**src/rtl/ac_remote_frame_builder_defines.svh**
```systemverilog
// ----------------------------------------------------------------------------
// AC remote frame builder assertion macros
// Shared assertion forms for the frame builder RTL.
// ----------------------------------------------------------------------------
`ifndef AC_REMOTE_FRAME_BUILDER_DEFINES_SVH
`define AC_REMOTE_FRAME_BUILDER_DEFINES_SVH

// Checked at every edge outside of reset.
`define AC_RFB_ASSERT(name, prop, msg) \
   name: assert property (@(posedge clock) disable iff (reset) prop) else $error(msg);

// Checked at every edge, reset included.
`define AC_RFB_ASSERT_ALWAYS(name, prop, msg) \
   name: assert property (@(posedge clock) prop) else $error(msg);

`endif

```
**src/rtl/ac_rfb_pkg.sv**
```systemverilog
// ----------------------------------------------------------------------------
// AC remote frame builder package
// Item types, command codes and the per-format mapping tables.
// ----------------------------------------------------------------------------
`default_nettype none

package ac_rfb_pkg;

   localparam int MAX_FRAME_BYTES = 18;

   // Frame lengths per format.
   localparam logic [4:0] LEN_FMT_18 = 5'd18;
   localparam logic [4:0] LEN_FMT_14 = 5'd14;
   localparam logic [4:0] LEN_FMT_17 = 5'd17;

   // Opcodes.
   localparam logic [1:0] OP_STATE  = 2'd0;
   localparam logic [1:0] OP_TOGGLE = 2'd1;
   localparam logic [1:0] OP_VANE   = 2'd2;
   localparam logic [1:0] OP_BAD    = 2'd3;

   // Frame formats.
   localparam logic [1:0] FMT_18  = 2'd0;
   localparam logic [1:0] FMT_14  = 2'd1;
   localparam logic [1:0] FMT_17  = 2'd2;
   localparam logic [1:0] FMT_BAD = 2'd3;

   // Mode codes and argument limits.
   localparam logic [2:0] MODE_OFF   = 3'd0;
   localparam logic [2:0] MODE_AUTO  = 3'd2;
   localparam logic [2:0] MODE_LIMIT = 3'd6;
   localparam logic [3:0] ARG_POWER_OFF = 4'd0;
   localparam logic [3:0] ARG_TOGGLE_MAX = 4'd6;
   localparam logic [3:0] ARG_EXTRA_MAX  = 4'd10;
   localparam logic [3:0] ARG_VANE_MAX   = 4'd4;
   localparam logic [3:0] ARG_WIDE_BASE  = 4'd4;

   // Fixed header bytes.
   localparam logic [7:0] HDR_0 = 8'h23;
   localparam logic [7:0] HDR_1 = 8'hCB;
   localparam logic [7:0] HDR_2 = 8'h26;
   localparam logic [7:0] HDR_3_AB = 8'h01;
   localparam logic [7:0] HDR_3_C  = 8'h21;
   localparam logic [7:0] FMT_C_BYTE8 = 8'h04;

   // Per-format tables.
   localparam logic [2:0] MODE_A  [0:5] = '{3'd4, 3'd3, 3'd4, 3'd2, 3'd1, 3'd7};
   localparam logic [3:0] B8LOW_A [0:5] = '{4'd0, 4'd6, 4'd0, 4'd2, 4'd0, 4'd7};
   localparam logic [2:0] MODE_B  [0:5] = '{3'd7, 3'd3, 3'd7, 3'd2, 3'd1, 3'd7};
   localparam logic [2:0] FAN_B   [0:3] = '{3'd0, 3'd2, 3'd5, 3'd0};
   localparam logic [2:0] VANE_B  [0:7] = '{3'd7, 3'd1, 3'd2, 3'd3, 3'd4, 3'd5, 3'd7, 3'd7};
   localparam logic [3:0] WIDE_B  [0:15] = '{4'd3, 4'd1, 4'd2, 4'd3, 4'd4, 4'd5, 4'd8, 4'd3,
                                            4'd12, 4'd3, 4'd3, 4'd3, 4'd3, 4'd3, 4'd3, 4'd3};
   localparam logic [2:0] MODE_C  [0:5] = '{3'd3, 3'd1, 3'd3, 3'd5, 3'd2, 3'd0};
   localparam logic [1:0] FAN_C   [0:3] = '{2'd3, 2'd1, 2'd2, 2'd3};
   localparam logic [3:0] VANE_C  [0:7] = '{4'd12, 4'd3, 4'd2, 4'd2, 4'd1, 4'd0, 4'd12, 4'd12};

   // Request item.
   typedef struct packed {
      logic [1:0] opcode;
      logic [3:0] command_argument;
      logic [1:0] frame_format;
      logic [2:0] ac_mode;
      logic [7:0] set_temp;
      logic [2:0] fan_speed;
      logic [6:0] feature_bits;
   } req_type;

   // Result item.
   typedef struct packed {
      logic [7:0] frame_byte;
      logic [4:0] byte_index;
      logic       last_byte;
      logic       rejected;
   } rsp_type;

   // Contents of one cell of the byte chain.
   typedef struct packed {
      logic       valid;
      logic       last;
      logic       chk;
      logic       rej;
      logic [4:0] idx;
      logic [7:0] data;
   } cell_type;

endpackage

`default_nettype wire

```
**src/rtl/ac_rfb_build.sv**
```systemverilog
// ----------------------------------------------------------------------------
// AC remote frame builder: frame assembly
// Maps one request onto the cell contents of a full frame.
// ----------------------------------------------------------------------------
`default_nettype none

module ac_rfb_build (
   input  ac_rfb_pkg::req_type                                   req,
   output ac_rfb_pkg::cell_type [ac_rfb_pkg::MAX_FRAME_BYTES-1:0] frame
);
   import ac_rfb_pkg::*;

   logic       rej;
   logic       power;
   logic [2:0] m;
   logic [1:0] fan;
   logic [2:0] vane;
   logic [3:0] wide;
   logic [3:0] t_ab;
   logic [3:0] t_c;
   logic [2:0] f_a;
   logic [2:0] v_b;
   logic [3:0] w_b;
   logic [3:0] v_c;
   logic [4:0] len;
   logic [7:0] b [MAX_FRAME_BYTES];

   // Validity, power and the derived vane and wide positions.
   always_comb begin
      rej = (req.opcode == OP_BAD) || (req.frame_format == FMT_BAD) ||
            ((req.opcode == OP_STATE) &&
             ((req.ac_mode == MODE_OFF) || (req.ac_mode >= MODE_LIMIT))) ||
            ((req.opcode == OP_TOGGLE) && (req.command_argument > ARG_TOGGLE_MAX)) ||
            ((req.opcode == OP_VANE) && (req.command_argument > ARG_EXTRA_MAX));
      m     = (req.ac_mode < MODE_LIMIT) ? req.ac_mode : MODE_AUTO;
      power = !((req.opcode == OP_TOGGLE) && (req.command_argument == ARG_POWER_OFF));
      fan   = req.fan_speed[1:0];
      vane  = req.feature_bits[1] ? 3'd7 : 3'd0;
      wide  = req.feature_bits[2] ? 4'd8 : 4'd3;
      if (req.opcode == OP_VANE) begin
         if (req.command_argument <= ARG_VANE_MAX) begin
            vane = req.command_argument[2:0] + 3'd1;
         end else begin
            wide = req.command_argument - ARG_WIDE_BASE;
         end
      end
   end

   // Setpoint clamps, as an offset from 16 degrees.
   always_comb begin
      if (req.set_temp < 8'd16) begin
         t_ab = 4'd0;
      end else if (req.set_temp > 8'd31) begin
         t_ab = 4'd15;
      end else begin
         t_ab = req.set_temp[3:0];
      end
      if (req.set_temp < 8'd17) begin
         t_c = 4'd1;
      end else if (req.set_temp > 8'd30) begin
         t_c = 4'd14;
      end else begin
         t_c = req.set_temp[3:0];
      end
   end

   // Table lookups.
   always_comb begin
      f_a = req.feature_bits[4] ? 3'd6 : {1'b0, fan};
      v_b = VANE_B[vane];
      w_b = WIDE_B[wide];
      v_c = VANE_C[vane];
   end

   // Frame bytes per format; the checksum byte is filled in at the chain head.
   always_comb begin
      for (int i = 0; i < MAX_FRAME_BYTES; i++) begin
         b[i] = 8'h00;
      end
      b[0] = HDR_0;
      b[1] = HDR_1;
      b[2] = HDR_2;
      unique case (req.frame_format)
         FMT_18: begin
            len  = LEN_FMT_18;
            b[3] = HDR_3_AB;
            b[5] = power ? 8'h20 : 8'h00;
            b[6] = {1'b0, req.feature_bits[3], MODE_A[m], 3'b000};
            b[7] = {4'h0, t_ab};
            b[8] = {wide, B8LOW_A[m]};
            b[9] = {(f_a == 3'd0), 1'b1, vane, f_a};
            b[14] = req.feature_bits[5] ? 8'h20 : 8'h00;
            b[16] = req.feature_bits[6] ? 8'h02 : 8'h00;
         end
         FMT_14: begin
            len  = LEN_FMT_14;
            b[3] = HDR_3_AB;
            b[5] = power ? 8'h24 : 8'h20;
            b[6] = {5'b00000, MODE_B[m]};
            b[7] = {4'h0, ~t_ab};
            b[8] = {2'b00, v_b, FAN_B[fan]};
            b[12] = {2'b00, w_b, 2'b00};
         end
         FMT_17: begin
            len  = LEN_FMT_17;
            b[3] = HDR_3_C;
            b[5] = power ? 8'h40 : 8'h00;
            b[6] = {t_c, 1'b0, MODE_C[m]};
            b[7] = {v_c, 1'b0, FAN_C[fan], 1'b0};
            b[8] = FMT_C_BYTE8;
            for (int j = 0; j < 6; j++) begin
               b[11 + j] = ~b[5 + j];
            end
         end
         default: begin
            len = 5'd1;
         end
      endcase
   end

   // Cell contents; a rejected request loads a single zero item.
   always_comb begin
      for (int i = 0; i < MAX_FRAME_BYTES; i++) begin
         frame[i].rej  = rej;
         frame[i].idx  = 5'(i);
         if (rej) begin
            frame[i].valid = (i == 0);
            frame[i].last  = (i == 0);
            frame[i].chk   = 1'b0;
            frame[i].data  = 8'h00;
         end else begin
            frame[i].valid = (5'(i) < len);
            frame[i].last  = (5'(i) == len - 5'd1);
            frame[i].chk   = (5'(i) == len - 5'd1) && (req.frame_format != FMT_17);
            frame[i].data  = b[i];
         end
      end
   end

endmodule

`default_nettype wire

```
**src/rtl/ac_rfb_cell.sv**
```systemverilog
// ----------------------------------------------------------------------------
// AC remote frame builder: chain cell
// Holds one frame byte and hands it to the next cell toward the output.
// ----------------------------------------------------------------------------
`default_nettype none

module ac_rfb_cell (
   input  wire                  clock,
   input  wire                  reset,
   input  wire                  load,
   input  wire                  shift,
   input  ac_rfb_pkg::cell_type load_cell,
   input  ac_rfb_pkg::cell_type next_cell,
   output ac_rfb_pkg::cell_type cur_cell
);
   import ac_rfb_pkg::*;

   cell_type cell_ff;
   cell_type cell_in;

   // A new frame takes priority over shifting.
   always_comb begin
      priority if (load) begin
         cell_in = load_cell;
      end else if (shift) begin
         cell_in = next_cell;
      end else begin
         cell_in = cell_ff;
      end
   end

   always_ff @(posedge clock) begin
      if (reset) begin
         cell_ff <= '0;
      end else begin
         cell_ff <= cell_in;
      end
   end

   assign cur_cell = cell_ff;

endmodule

`default_nettype wire

```
**src/rtl/ac_remote_frame_builder.sv**
```systemverilog
// ----------------------------------------------------------------------------
// AC remote frame builder
// Turns one remote-control request into the bytes of an IR frame in one of
// three formats, one result item per byte.
// ----------------------------------------------------------------------------
//  Channel  | Ports                          | Direction | Item
//  ---------+--------------------------------+-----------+------------------
//  request  | req_valid, req_stall, req_data | in        | req_type
//  result   | rsp_valid, rsp_stall, rsp_data | out       | rsp_type
//
// A frame of N bytes (18, 14 or 17) leaves at one byte per cycle unless the
// result side stalls; a rejected request yields a single item.
// An accepted request waits in the request register and is loaded into the
// chain in the cycle its predecessor's last byte leaves, so frames follow
// back to back. Bytes leave through chain cell 0 and the output register.
// A stall on the result side stops the chain shifting; synchronous reset empties it.
// ----------------------------------------------------------------------------
`default_nettype none

`include "ac_remote_frame_builder_defines.svh"

module ac_remote_frame_builder (
   input  wire                 clock,
   input  wire                 reset,
   input  wire                 req_valid,
   output logic                req_stall,
   input  ac_rfb_pkg::req_type req_data,
   output logic                rsp_valid,
   input  wire                 rsp_stall,
   output ac_rfb_pkg::rsp_type rsp_data
);
   import ac_rfb_pkg::*;

   logic     req_full_ff;
   logic     req_full_in;
   req_type  req_ff;
   logic     rsp_valid_ff;
   logic     rsp_valid_in;
   rsp_type  rsp_ff;
   rsp_type  rsp_in;
   logic [7:0] sum_ff;
   logic [7:0] sum_in;
   logic     advance;
   logic     load;
   logic [7:0] head_byte;
   cell_type [MAX_FRAME_BYTES-1:0] frame;
   cell_type [MAX_FRAME_BYTES-1:0] cells;

   // Chain moves whenever the output register is free or being taken.
   assign advance = !rsp_valid_ff || !rsp_stall;
   assign load    = req_full_ff && (!cells[0].valid || (advance && cells[0].last));

   // Request register.
   assign req_stall   = req_full_ff && !load;
   assign req_full_in = (req_valid && !req_stall) || (req_full_ff && !load);

   always_ff @(posedge clock) begin
      if (reset) begin
         req_full_ff <= 1'b0;
      end else begin
         req_full_ff <= req_full_in;
      end
   end

   always_ff @(posedge clock) begin
      if (req_valid && !req_stall) begin
         req_ff <= req_data;
      end
   end

   // Frame assembly from the waiting request.
   ac_rfb_build u_build (
      .req   (req_ff),
      .frame (frame)
   );

   // Byte chain, cell 0 at the output end.
   for (genvar g = 0; g < MAX_FRAME_BYTES; g++) begin : g_cell
      cell_type next_cell;
      if (g == MAX_FRAME_BYTES - 1) begin : g_tail
         assign next_cell = '0;
      end else begin : g_mid
         assign next_cell = cells[g + 1];
      end
      ac_rfb_cell u_cell (
         .clock     (clock),
         .reset     (reset),
         .load      (load),
         .shift     (advance),
         .load_cell (frame[g]),
         .next_cell (next_cell),
         .cur_cell  (cells[g])
      );
   end

   // Running byte sum at the head; it replaces the checksum byte.
   always_comb begin
      head_byte = cells[0].chk ? sum_ff : cells[0].data;
      sum_in    = sum_ff;
      if (advance && cells[0].valid) begin
         sum_in = cells[0].last ? 8'h00 : sum_ff + head_byte;
      end
   end

   always_ff @(posedge clock) begin
      if (reset) begin
         sum_ff <= 8'h00;
      end else begin
         sum_ff <= sum_in;
      end
   end

   // Output register.
   always_comb begin
      rsp_in.frame_byte = head_byte;
      rsp_in.byte_index = cells[0].idx;
      rsp_in.last_byte  = cells[0].last;
      rsp_in.rejected   = cells[0].rej;
      rsp_valid_in      = advance ? cells[0].valid : rsp_valid_ff;
   end

   always_ff @(posedge clock) begin
      if (reset) begin
         rsp_valid_ff <= 1'b0;
      end else begin
         rsp_valid_ff <= rsp_valid_in;
      end
   end

   always_ff @(posedge clock) begin
      if (advance && cells[0].valid) begin
         rsp_ff <= rsp_in;
      end
   end

   assign rsp_valid = rsp_valid_ff;
   assign rsp_data  = rsp_ff;

   // Checks.
   `AC_RFB_ASSERT(a_chain_packed, !cells[0].valid |-> !cells[1].valid,
      "byte chain has a gap at its head")
   `AC_RFB_ASSERT(a_reject_single, (rsp_valid && rsp_data.rejected) |->
      (rsp_data.last_byte && rsp_data.byte_index == 5'd0),
      "rejected item is not a single last item")
   `AC_RFB_ASSERT(a_sum_cleared, (advance && cells[0].valid && cells[0].last) |=>
      (sum_ff == 8'h00),
      "byte sum not cleared after a frame")
   `AC_RFB_ASSERT(a_next_ready, (rsp_valid && !rsp_data.last_byte) |-> cells[0].valid,
      "frame in progress has no next byte in the chain")

endmodule

`default_nettype wire
```
**config.mk**
```make
export PLATFORM = sky130hd
export DESIGN_NAME = ac_remote_frame_builder
export DESIGN_NICKNAME = d
export VERILOG_FILES = /design/src/rtl/ac_rfb_pkg.sv /design/src/rtl/ac_rfb_build.sv /design/src/rtl/ac_rfb_cell.sv /design/src/rtl/ac_remote_frame_builder.sv
export VERILOG_INCLUDE_DIRS = /design/src /design/src/rtl
export SDC_FILE = /design/constraint.sdc
export NUM_CORES = 1
export LEC_CHECK = 0
export BUFFER_PORTS_ARGS = -buffer_cell sky130_fd_sc_hd__buf_4
export CAP_MARGIN = 5
export CORE_MARGIN = 3
export CORE_UTILIZATION = 50
export CTS_CLUSTER_DIAMETER = 60
export DETAILED_ROUTE_END_ITERATION = 8
export PLACE_DENSITY_LB_ADDON = 0.25
export RECOVER_POWER = 25
export SYNTH_ARGS = -nofsm -noshare
export SYNTH_HDL_FRONTEND = slang
export SYNTH_HIERARCHICAL = 1
export SYNTH_SLANG_ARGS = --single-unit
```
**constraint.sdc**
```tcl
create_clock -name clock -period 7.3 [get_ports clock]
set_clock_uncertainty 0.2 [all_clocks]
set_input_delay 1.46 -clock clock [delete_from_list [all_inputs] [get_ports clock]]
set_output_delay 1.46 -clock clock [all_outputs]
set_load 0.02 [all_outputs]
```
# Word-level counts from Yosys, hierarchy flattened

Memories as Yosys holds them, arrays and structs flattened.
Index checks and enable logic that the tools add are counted.
W data, S select, Z words.

Latch bits: 0
Memory bits (writable): 0
Output and inout bits: 17
Memories: 7
Register bits: 345
Memory bits (read-only): 224
Word-level logic and storage cells: 378
Input port bits: 33

Add/sub/neg operators: 4
Shifts and indexed selects: 0
Magnitude comparators: 31
Reductions and logical operators: 49
Bitwise logic cells: 8
Equality and inequality tests: 24
Multiply operators: 0
Mux-type cells: 118
Div/mod/pow operators: 0

Memories:

| name             | depth | width | rd ports | clocked after memory_dff | write ports | RTL line           | RTL |
|---|---|---|---|---|---|---|---|
| (name not given) | 16    | 4     | 1        | 0                        | 0           | ac_rfb_build.sv:71 | `w_b = WIDE_B[wide];` |
| (name not given) | 8     | 4     | 1        | 0                        | 0           | ac_rfb_build.sv:72 | `v_c = VANE_C[vane];` |
| (name not given) | 8     | 4     | 1        | 0                        | 0           | ac_rfb_build.sv:90 | `b[8] = {wide, B8LOW_A[m]};` |
| (name not given) | 8     | 3     | 1        | 0                        | 0           | ac_rfb_build.sv:70 | `v_b = VANE_B[vane];` |
| (name not given) | 8     | 3     | 1        | 0                        | 0           | ac_rfb_build.sv:88 | `b[6] = {1'b0, req.feature_bits[3], MODE_A[m], 3'b000};` |
| (name not given) | 8     | 3     | 1        | 0                        | 0           | ac_rfb_build.sv:99 | `b[6] = {5'b00000, MODE_B[m]};` |
| +1 memories      | n/a   | n/a   | n/a      | n/a                      | n/a         | n/a                |  |

Operators with widths:

| cell                 | count |
|---|---|
| $mux W17             | 36 |
| $mux W8              | 19 |
| $mux W3              | 34 |
| $pmux W32 S3         | 1 |
| $mux W4              | 13 |
| $pmux W8 S2          | 3 |
| $eq A4 B5 Y1 const A | 8 |
| $lt A4 B5 Y1 const A | 8 |
| $logic_and A1 B1 Y1  | 27 |
| $mux W6              | 4 |
| $not A8 Y8           | 3 |
| $eq A3 B5 Y1 const A | 4 |
| $lt A3 B5 Y1 const A | 4 |
| $gt A8 B5 Y1 const B | 2 |
| $lt A8 B5 Y1 const B | 2 |
| $pmux W5 S3          | 1 |
| $pmux W6 S2          | 1 |
| $eq A2 B5 Y1 const A | 2 |
| $eq A5 B5 Y1 const A | 2 |
| $lt A1 B5 Y1 const A | 2 |
| $lt A2 B5 Y1 const A | 2 |
| $lt A5 B5 Y1 const A | 2 |
| $add A8 B8 Y8        | 1 |
| $eq A2 B2 Y1 const B | 4 |
| other kinds (29)     | 49 |

# Logic depth before layout (Yosys ltp)

Gate-level depths: netlist of the first run.

Depth in word-level cells: 11
Gate-level depth with buffers: 12
Depth with buffers taken out: 9

# By module

Netlist of the first run, hierarchy kept.

By module, submodules not included:

| module                  | cells an instance | seq. area each (um^2) | area each (um^2) | times used |
|---|---|---|---|---|
| ac_rfb_cell             | 75                | 340.3                 | 802.0            | 18 |
| ac_rfb_build            | 466               | 0.0                   | 3,238.1          | 1 |
| ac_remote_frame_builder | 138               | 1,521.5               | 2,148.3          | 1 |

# Worst setup path after synthesis of the first run

OpenSTA, ideal clock, no wires.

Path type: input port to flip-flop
From: in rsp_stall
To: reg g_cell[0].u_cell.cell_ff, in the netlist g_cell[0].u_cell/cur_cell[1]
Setup slack: -0.232 ns
Stages: 6
Buffers on the path: 1
Arrival: 7.246 ns
Data required time: 7.014 ns
Library setup time: 0.086 ns
Cell sequence: nand2_1 a21boi_2 nor2b_1 inv_2 buf_2 a211oi_1

Cells in the longest elaborated chain, start to end: 6
Elaborated cells on any way between the ends: 7
Classes of those cells: 1 x mux; 6 x reduce/logical

RTL lines:

| element                                               | RTL line                      | RTL |
|---|---|---|
| start, declared                                       | ac_remote_frame_builder.sv:29 | `input wire rsp_stall,` |
| $logic_not A1 Y1 *                                    | ac_remote_frame_builder.sv:50 | `assign advance = !rsp_valid_ff \|\| !rsp_stall;` |
| $logic_or A1 B1 Y1 *                                  | ac_remote_frame_builder.sv:50 |  |
| $logic_and A1 B1 Y1 *                                 | ac_remote_frame_builder.sv:51 | `assign load = req_full_ff && (!cells[0].valid \|\| (advance && cells[0].last));` |
| $logic_or A1 B1 Y1 *                                  | ac_remote_frame_builder.sv:51 |  |
| $logic_and A1 B1 Y1 *                                 | ac_remote_frame_builder.sv:51 |  |
| net load                                              | ac_remote_frame_builder.sv:44 | `logic load;` |
| $mux W17 / $reduce_bool A2 Y1 (equally long branches) | n/a                           |  |
| end signal, assigned                                  | ac_rfb_cell.sv:36             | `cell_ff <= cell_in;` |
| end, declared                                         | ac_rfb_cell.sv:18             | `cell_type cell_ff;` |

The timed path passes the listed nets; every way through them passes the cells marked *.
A chain may end at the register's enable or synchronous reset.

# Worst setup path in the final report of the first run

From: in rsp_stall
To: out req_stall

Cells in the longest elaborated chain, start to end: 7

RTL lines:

| element             | RTL line                      | RTL |
|---|---|---|
| $logic_not A1 Y1    | ac_remote_frame_builder.sv:50 |  |
| $logic_or A1 B1 Y1  | ac_remote_frame_builder.sv:50 |  |
| net advance         | ac_remote_frame_builder.sv:43 | `logic advance;` |
| $logic_and A1 B1 Y1 | ac_remote_frame_builder.sv:51 |  |
| $logic_or A1 B1 Y1  | ac_remote_frame_builder.sv:51 |  |
| $logic_and A1 B1 Y1 | ac_remote_frame_builder.sv:51 |  |
| $logic_not A1 Y1    | ac_remote_frame_builder.sv:54 | `assign req_stall = req_full_ff && !load;` |
| $logic_and A1 B1 Y1 | ac_remote_frame_builder.sv:54 |  |
| end, declared       | ac_remote_frame_builder.sv:26 | `output logic req_stall,` |

The timed path passes the listed nets, and every way through them passes these cells.

==> impl_results.md, run 1 <==
- Cell-internal power: 3.650 mW
- Slew Limit Headroom: -21.34%
- Total negative setup slack: 0 ns
- Sw Share: 25.73%
- Vias per std cell: ~5.3
- DPL Wire Length: 24.86 mm
- Seq pwr share: approximately 46%
- Most frequent CP cell: nand2_1
- Pwr Density: 244.8 mW/mm^2
- Unrepaired setup endpoints after global routing: false
- Max-cap viol count: 2
- Final Util: slightly above 50%
- Initial antenna violation count: 0
- Sink Count: between 300 and 400
- CTS tree: built
- # setup viols final: 0
- Die ar.: about 0.042 mm^2
- Slowest CP cell: nand2_1
- PortBufs: between 40 and 50
- Fmax: around 180 MHz
- Maximum VDD drop: approximately 0.17 mV
- Clk network pwr share: 41.6%
- Latest clock arrival within the worst-skew pair: around 0.54 ns
- Post-detailed-route count of antenna-violating nets: 0
- Failing checks: capacitance limit, slew limit
- Yosys warnings: 6
- CP Class: in2out
- ANT cells: 0
- FP Rows: 72
- Layout cells sized above 1: 7.810%
- Synthesized area per cell: 10.12 um^2
- I/O pin count: 50
- Worst setup EP type: output pin
- DRC Markers: 0
- Fin crit share: around three quarters
- Final wirelength: 41.22 mm
- Core footprint: 0.03883 mm^2
- Die width: between 200 and 250 um
- Vias: between 10,000 and 15,000
- Post-CTS resize count: 0
- Slew Limit Fails: just under 60
- Status: finished, violations left
- Crit Path Max Fanout: 31
- Delay of the slowest critical-path stage: around 1 ns
- GRT Resource Usage Total: between 10% and 20%
- # nets final: approximately 1,900
- Static leakage: ~9.5 nW
- Critical path required time: about 5.6 ns
- Critical Path, Cell by Cell: clkbuf_1 > nand2_1 > a21boi_0 > nand2_1 > inv_1 > buf_4
- P&R area growth vs syn: 1.564%
- Clock-pin slew on the worst setup and hold paths: roughly 0.06 ns
- Clk root buf: clkbuf_16
- Number of H-tree levels: 2
- Num CTS Buffers: 41
- Initial core utilization: 50.90%
- Synth Instances: 1,952
- # hold bufs at CTS: 0
- Post-CTS Setup Repair Bufs: 0
- CTS Buffer Depth: 3
- Min Clock Period, post-route: 5.454 ns
- Die Span Y: between 200 and 250 um
- HP Class: reg2reg
- GRT overflow: 0
- Crit path max-delay family: simple AND/OR/NAND/NOR gates
- Worst-Margin Slew: ~1.8 ns
- CP bufs+invs: 3
- Initial DRC count: 744
- P_sw: 1.264 mW
- Arrival @ worst endpoint: approximately 3.8 ns
- Placer Congestion: 0.8821
- Drt pass-1 iters: 5
- Post-Syn Area: roughly 0.020 mm^2
- Wire length per cell: approximately 17 um
- CP Launch Type: primary input
- Gate power share: around 12%
- Largest net degree at the start of global routing: 150
- First-pass GRT wire length: roughly 68 mm
- Final hold violations: 0
- Vias in the first global route: about 13,000
-- cells in the final DEF (no fill, tap or decap), types with 4 or more instances in the layout --
cell type	instances
clkbuf_16	42
a211oi_2	18
xnor2_1	4
nand2_1	20
inv_2	19
or3_1	6
conb_1	181
clkbuf_4	27
buf_4	10
nor2b_1	319
a21oi_1	26
nor2_1	42
dfxtp_1	316
nand2b_1	4
nand3_1	7
o21ai_0	7
nor3b_1	8
and2_1	7
mux2i_1	311
clkinv_2	5
a21o_1	5
a211o_1	4
inv_1	20
nor3_1	12
a211oi_1	291
ha_1	25
mux2_1	7
o2111ai_1	5
clkbuf_1	30
a31oi_1	4
edfxtp_1	42
clkbuf_8	7
-- area by class of cell --
class                      count  area [um^2]
fill                        3540        18760
multi-input combinational   1367         9936
sequential                   358         7587
clock buffer                  61         1192
tap                          518        648.1
timing repair buffer          59        420.4
inverter                      39        146.4
clock inverter                11        141.4
-- through the flow --
stage | std cells | setup slack [ns] | cell area [um^2] | hold slack [ns] | power [mW]
3_5_place_dp | 2341 | 2.584 | 18820 | 0.2231 | 2.918
5_1_grt | 2413 | 1.557 | 20070 | 0.2548 | 5.144
3_3_place_gp | 2341 | 2.637 | 18820 | 0.2233 | 2.895
2_1_floorplan | 2130 | 1.627 | 20430 | 0.2076 | 2.879
4_1_cts | 2413 | 3.072 | 20160 | 0.2327 | 4.990
6_report | 2413 | 1.846 | 20070 | 0.2273 | 4.914
-- path summary, 6_finish.rpt --
| kind | from | to | slack (ns) | cells past startpoint |
|---|---|---|---|---|
| worst max-delay path | rsp_stall | req_stall | 1.85 | 6 |
| worst min register to register | g_cell[0].u_cell/cur_cell[10]$_SDFFE_PP0P_ | rsp_data[4]$_DFFE_PP_ | 0.23 | 0 |
| worst max register to register | rsp_valid$_SDFFE_PP0N_ | g_cell[12].u_cell/cur_cell[11]$_SDFFE_PP0P_ | 2.86 | 5 |
| worst min-delay path | g_cell[0].u_cell/cur_cell[10]$_SDFFE_PP0P_ | rsp_data[4]$_DFFE_PP_ | 0.23 | 0 |
-- power groups by stage --
stage                     Combinational (mW)  Clock, mW  Sequential [mW]
after floorplan                        0.616          0             2.26
after global placement                 0.597          0             2.30
after detailed placement               0.616          0             2.30
after CTS                              0.619       2.11             2.26
after global routing                   0.679       2.19             2.28
final                                  0.611       2.04             2.26
-- worst register-to-register path, cell delays in order (launching register included) --
cell and delay (ns):
dfxtp_1 0.34, nand2_1 1.25, buf_12 0.72, buf_4 1.29, mux2i_1 0.25, a211oi_1 0.29
-- registers in the layout, indices dropped and copies added (netlist names) --
name                    count
g_cell.u_cell/cur_cell    306
req_ff                     27
req_full_ff                 1
rsp_data                   15
rsp_valid                   1
sum_ff                      8
-- metal layers --
layer	wire [um]	share of wire (%)	global-route usage (%)	vias to the layer above
met1	19860	48	27.51	6222
met3	1322	3.2	2.622	53
li1	-	-	-	6400
met5	0	0	0	-
met4	837	2.0	5.800	0
met2	19190	47	31.70	157
(Power assumes the default switching activity.)
==> run 2, diff against run 1 <==
Clock period 7.3 ns to 5.05 ns, I/O delays scaled along.
==> impl_results.md, run 2 (synthesis gave the netlist of run 1 again) <==
- Min Clock Period, post-route: between 3 and 4 ns
- Die width: 204.8 um (unchanged)
- Number of H-tree levels: 2 (unchanged)
- P&R area growth vs syn: 2.672%
- Fin crit share: around 74%
- Seq pwr share: 44.8% (-1.2 points)
- Delay of the slowest critical-path stage: 1.92 ns (+0.94 ns)
- Crit Path Max Fanout: 191 (+520%)
- Initial DRC count: 827 (+11%)
- Gate power share: 12.1% (-0.3 points)
- Final hold violations: 0 (unchanged)
- Dpl cell area: 0.01891 mm^2 (+0.44%)
- Slew Limit Headroom: -88.64% (-67 points)
- Pwr Density: 359.6 mW/mm^2 (+47%)
- Initial antenna violation count: 0 (unchanged)
- Critical Path, Cell by Cell: clkbuf_2 > buf_12 > a211oi_1
- Pre-CTS setup slack: 1.471 ns (-1.113 ns)
- Drt pass-1 iters: 5 (unchanged)
- P_sw: 1.935 mW (+53%)
- CP bufs+invs: 2 (-1)
- Commonest non-fill, non-tap cell in the layout: nor2b_1
- Post-CTS resize count: 0 (unchanged)
- Reg2reg path depth: 5 (unchanged)
- Initial core utilization: 50.90% (unchanged)
- Reg2reg end: req_ff[8]$_DFFE_PP_
- R2R Setup Slk: 1.60 ns (-1.26 ns)
- Placed cells: 2,347 (+0.26%)
- Unrepaired setup endpoints after global routing: false
- Post-detailed-route count of antenna-violating nets: 0 (unchanged)
- ANT cells: 0 (unchanged)
- Core footprint: 0.03883 mm^2 (unchanged)
- Total negative setup slack: 0 ns (unchanged)
- Vias in the first global route: 12,689 (+1.1%)
- Crit path max-delay family: buffers and inverters
- Fmax: 267.0 MHz
- Non-Filler Instances: 2,427 (+0.58%)
- # hold bufs at CTS: 0 (unchanged)
- Status: finished, violations left
- FF-to-FF Start: rsp_valid$_SDFFE_PP0N_
- Num CTS Buffers: 43 (+4.9%)
- Final Util: 52.26% (+0.56 points)
- Vias: 12,837 (+0.039%)
- Vias per std cell: 5.289 (-0.54%)
- Max reg flops: 306 (unchanged)
- Sink Count: 358 (unchanged)
- CP Class: in2reg
- CTS tree: built
- Hold path depth: 0 (unchanged)
- # setup viols final: 0 (unchanged)
- Sw Share: 26.51% (+0.78 points)
- Clk root buf: clkbuf_16
- Failing checks: capacitance limit, slew limit
- DPL Wire Length: 25.00 mm (+0.59%)
- PnR worst setup slack: 1.305 ns (-0.5412 ns)
- Worst setup EP type: flop
- Slowest CP cell: clkbuf_2
- CP Launch Type: primary input
- GRT Resource Usage Total: 19.56% (-0.086 points)
- Worst-Margin Slew: 2.830 ns (+1.009 ns)
- FP Rows: 72 (unchanged)
- HP Start: g_cell[0].u_cell/cur_cell[11]$_SDFFE_PP0P_
- DRC Markers: 0 (unchanged)
- Clock-pin slew on the worst setup and hold paths: 0.06 ns (about the same)
- Clk network pwr share: 43.0% (+1.4 points)
- Die ar.: 0.04195 mm^2 (unchanged)
- Layout cells sized above 1: 8.905% (+1.1 points)
- Max-cap viol count: 2 (unchanged)
- Maximum VDD drop: 0.2102 mV (+24%)
- Latest clock arrival within the worst-skew pair: 0.57 ns (+0.03 ns)
- I/O pin count: 50 (unchanged)
- Slew Limit Fails: 156 (+160%)
- Wire length per cell: 16.85 um (-1.3%)
- Post-route cell area: 0.02029 mm^2 (+1.1%)
- Critical path required time: 5.25 ns (-0.39 ns)
- PortBufs: 47 (unchanged)
- Arrival @ worst endpoint: 3.95 ns (+0.16 ns)
- HP Class: reg2reg
- Hold Path End: rsp_data[5]$_DFFE_PP_
- Placer Congestion: 0.8650 (-1.9%)
- Final wirelength: 40.90 mm (-0.76%)
- CTS Buffer Depth: 3 (unchanged)
- # nets final: 1,933 (+0.42%)
- Largest net degree at the start of global routing: 192 (+28%)
- Cell-internal power: 5.363 mW (+47%)
- GRT overflow: 0 (unchanged)
- Die Span Y: 204.8 um (unchanged)
- Commonest cells after routing, fill and taps aside: nor2b_1 (319), dfxtp_1 (316), mux2i_1 (311)
- Static leakage: 9.602 nW (+1.4%)
- First-pass GRT wire length: 67.80 mm (about the same)
- Post-CTS Setup Repair Bufs: 0 (unchanged)
[run 2: changes by cell type in the layout (fill, tap and decap cells not counted), moves of 2 or more]
cell	before	now
buf_12	3	6
clkinv_2	5	12
clkbuf_1	30	22
clkbuf_8	7	10
clkbuf_16	42	44
buf_4	10	13
[run 2: through the flow]
step / total power [mW] / hold slack (ns)
finish: 7.297 / 0.2265
global route: 7.625 / 0.2440
CTS: 7.384 / 0.2306
detailed placement: 4.219 / 0.2244
global placement: 4.188 / 0.2248
floorplan: 4.157 / 0.2076
[run 2: worst max path at each step]
stage	from	to	slack [ns]	depth (start not counted)
2_1_floorplan	rsp_stall	g_cell[0].u_cell/cur_cell[1]$_SDFFE_PP0P_	0.90	6
3_3_place_gp	rsp_stall	g_cell[9].u_cell/cur_cell[2]$_SDFFE_PP0P_	1.50	7
3_5_place_dp	rsp_stall	g_cell[9].u_cell/cur_cell[2]$_SDFFE_PP0P_	1.47	7
4_1_cts	rsp_stall	req_stall	1.70	6
5_1_grt	reset	g_cell[15].u_cell/cur_cell[13]$_SDFFE_PP0P_	1.08	3
6_report	reset	g_cell[16].u_cell/cur_cell[3]$_SDFFE_PP0P_	1.30	3
[run 2: final cells by class]
type / instances / area (um^2)
fillers: 3540 / 18540
multi-input cells: 1367 / 9943
flip-flops and latches: 358 / 7587
clock buffers: 58 / 1254
well taps: 518 / 648.1
repair buffers: 65 / 493.0
clock inverters: 22 / 219.0
inverters: 39 / 146.4
[run 2: routing by layer]
layer / routed length (um) / vias up / GRT usage, %
li1: - / 6441 / -
met1: 19920 / 6154 / 27.89
met2: 18670 / 180 / 30.78
met3: 1347 / 62 / 2.813
met4: 961 / 0 / 5.825
met5: 0 / - / 0
[run 2: worst register-to-register path, cell delays in order (launching register included)]
cell and delay (ns):
dfxtp_1 0.35, nand2_4 0.48, a21boi_0 0.35, nand2_1 0.15, and2_1 0.13, clkbuf_1 1.32
[run 2: power by group through the flow]
stage               Clock (mW)  Sequential, mW  Combinational [mW]
floorplan                    0            3.27               0.886
global placement             0            3.33               0.862
detailed placement           0            3.33               0.887
CTS                       3.22            3.27               0.894
global route              3.34            3.30               0.987
finish                    3.14            3.27               0.885
==> run 3, diff against run 2 <==
Settings changed: ABC_AREA set to 1.
Clock period 5.05 ns to 3.9 ns, I/O delays scaled along.
==> impl_results.md, run 3 <==
- GRT Resource Usage Total: 20.48% (+0.93 points)
- Yosys warnings: 6 (unchanged)
- Hold Path End: req_ff[24]$_DFFE_PP_
- Initial core utilization: 51.09% (+0.19 points)
- Layout cells sized above 1: 5.728% (-3.2 points)
- Vias per std cell: 4.826 (-8.8%)
- Worst Setup SP: rsp_stall
- Met3 WL post-DR: 2.128 mm (+58%)
- Max reg flops: 306 (unchanged)
- Pwr Density: 424.5 mW/mm^2 (+18%)
- Total negative setup slack: 0 ns (unchanged)
- Final hold violations: 0 (unchanged)
- P&R area growth vs syn: 1.572%
- Final wirelength: 44.47 mm (+8.7%)
- FF-to-FF Start: rsp_valid$_SDFFE_PP0N_
- Post-Syn Area: 0.02053 mm^2 (+3.9%)
- Reg2reg path depth: 6 (+1)
- # nets final: 2,960 (+53%)
- Max-cap viol count: 1 (-1)
- GRT overflow: 0 (unchanged)
- Core footprint: 0.04019 mm^2 (+3.5%)
- CP Launch Type: primary input
- Die ar.: 0.04353 mm^2 (+3.8%)
- PortBufs: 47 (unchanged)
- Met2 Wirelength: 20.62 mm (+10%)
- Die width: 208.6 um (+1.9%)
- Static leakage: 11.48 nW (+20%)
- CTS Buffer Depth: 3 (unchanged)
- Crit Path Max Fanout: 27 (-86%)
- CTS tree: built
- Pre-CTS setup slack: 1.062 ns (-0.4089 ns)
- Commonest cells after routing, fill and taps aside: nand2_1 (1,026), nand3_1 (636), inv_1 (365)
- First-pass GRT wire length: 75.91 mm (+12%)
- Wire length per cell: 12.86 um (-24%)
- Slew Limit Fails: 28 (-82%)
- Failing checks: capacitance limit, slew limit
- Post-CTS Setup Repair Bufs: 0 (unchanged)
- PnR worst setup slack: 0.8622 ns (-0.4425 ns)
- I/O pin count: 50 (unchanged)
- Worst hold slack: 0.2233 ns (-0.003234 ns)
- Maximum VDD drop: 0.3159 mV (+50%)
- Post-detailed-route count of antenna-violating nets: 0 (unchanged)
- Sink Count: 358 (unchanged)
- Synthesized area per cell: 6.869 um^2 (-32%)
- Hold path depth: 1 (+1)
- Fmax: approximately 330 MHz
- Critical path required time: 3.84 ns (-1.41 ns)
- HP Start: req_data[24]
- Initial antenna violation count: 0 (unchanged)
- Clock-pin slew on the worst setup and hold paths: 0.06 ns (about the same)
- # setup viols final: 0 (unchanged)
- Min Clock Period, post-route: between 3 and 4 ns
- CP Class: in2reg
- R2R Setup Slk: 0.89 ns (-0.71 ns)
- Vias: 16,688 (+30%)
- Clk root buf: clkbuf_16
- HP Class: in2reg
- Placer Congestion: 0.8782 (+1.5%)
- M1 WL: 20.79 mm (+4.3%)
- Status: finished, violations left
- # hold bufs at CTS: 0 (unchanged)
- DRC Markers: 0 (unchanged)
- Worst-Margin Slew: 1.903 ns (-0.9266 ns)
- Post-CTS resize count: 0 (unchanged)
- Die Span Y: 208.6 um (+1.9%)
- ANT cells: 0 (unchanged)
- Reg2reg end: req_ff[6]$_DFFE_PP_
- FP Rows: 73 (+1.4%)
- Latest clock arrival within the worst-skew pair: 0.55 ns (-0.02 ns)
- Synth Instances: 2,989 (+53%)
- Slew Limit Headroom: -26.86% (+62 points)
- Vias in the first global route: 15,542 (+22%)
- Initial DRC count: 1,142 (+38%)
- Unrepaired setup endpoints after global routing: false
- Arrival @ worst endpoint: 2.97 ns (-0.98 ns)
- DR top layer: met4
- Number of H-tree levels: 2 (unchanged)
- Commonest non-fill, non-tap cell in the layout: nand2_1
- Worst setup EP type: flop
- Largest net degree at the start of global routing: 180 (-6.3%)
- Drt pass-1 iters: 5 (unchanged)
- DPL Wire Length: 30.62 mm (+22%)
- Num CTS Buffers: 40 (-7.0%)
- Fin crit share: between 70% and 80%
- Final Util: 51.89% (-0.37 points)
==> run 3: area by class of cell <==
type                            count  area [um^2]
Clock buffer                       62         1247
Clock inverter                     12        148.9
Inverter                          404         1518
Multi-Input combinational cell   2031         9185
Fill cell                        4072        19330
Timing Repair Buffer               66        511.7
Tap cell                          525        656.9
Sequential cell                   358         7587
==> run 3: how the worst max path moves through the flow <==
| stage | cells past startpoint | endpoint | slack (ns) |
|---|---|---|---|
| after floorplan | 10 | g_cell[3].u_cell/cur_cell[5]$_SDFFE_PP0P_ | 0.64 |
| after global placement | 11 | g_cell[9].u_cell/cur_cell[14]$_SDFFE_PP0P_ | 1.11 |
| after detailed placement | 11 | g_cell[9].u_cell/cur_cell[7]$_SDFFE_PP0P_ | 1.06 |
| after CTS | 11 | g_cell[1].u_cell/cur_cell[14]$_SDFFE_PP0P_ | 1.08 |
| after global routing | 6 | req_ff[19]$_DFFE_PP_ | 0.69 |
| final | 7 | req_ff[6]$_DFFE_PP_ | 0.86 |
==> run 3: worst max-delay path: stages <==
cell      delay (ns)
buf_4           0.10
nand2_1         0.26
a21oi_1         0.19
nand2_1         0.13
nand2_1         0.06
inv_1           0.05
clkbuf_1        1.35
==> run 3: through the flow <==
stage                     cell area, um^2  total power [mW]  cells
after floorplan                     21200             5.010   3167
after global placement              19560             4.978   3384
after detailed placement            19560             5.003   3384
after CTS                           20960             8.970   3458
after global routing                20860             9.280   3458
final                               20860             8.853   3458
==> run 3: layer usage <==
layer  GRT usage [%]  up-vias
met2           34.60      348
met3           2.702       60
met5               0        -
met1           27.59     7539
met4           5.912        0
li1                -     8741
==> run 3: where the power goes <==
part	internal [mW]	total (mW)	switching, mW
Sequential	3.90	4.01	0.107
Combinational	0.287	0.912	0.625
Clock	2.40	3.93	1.52
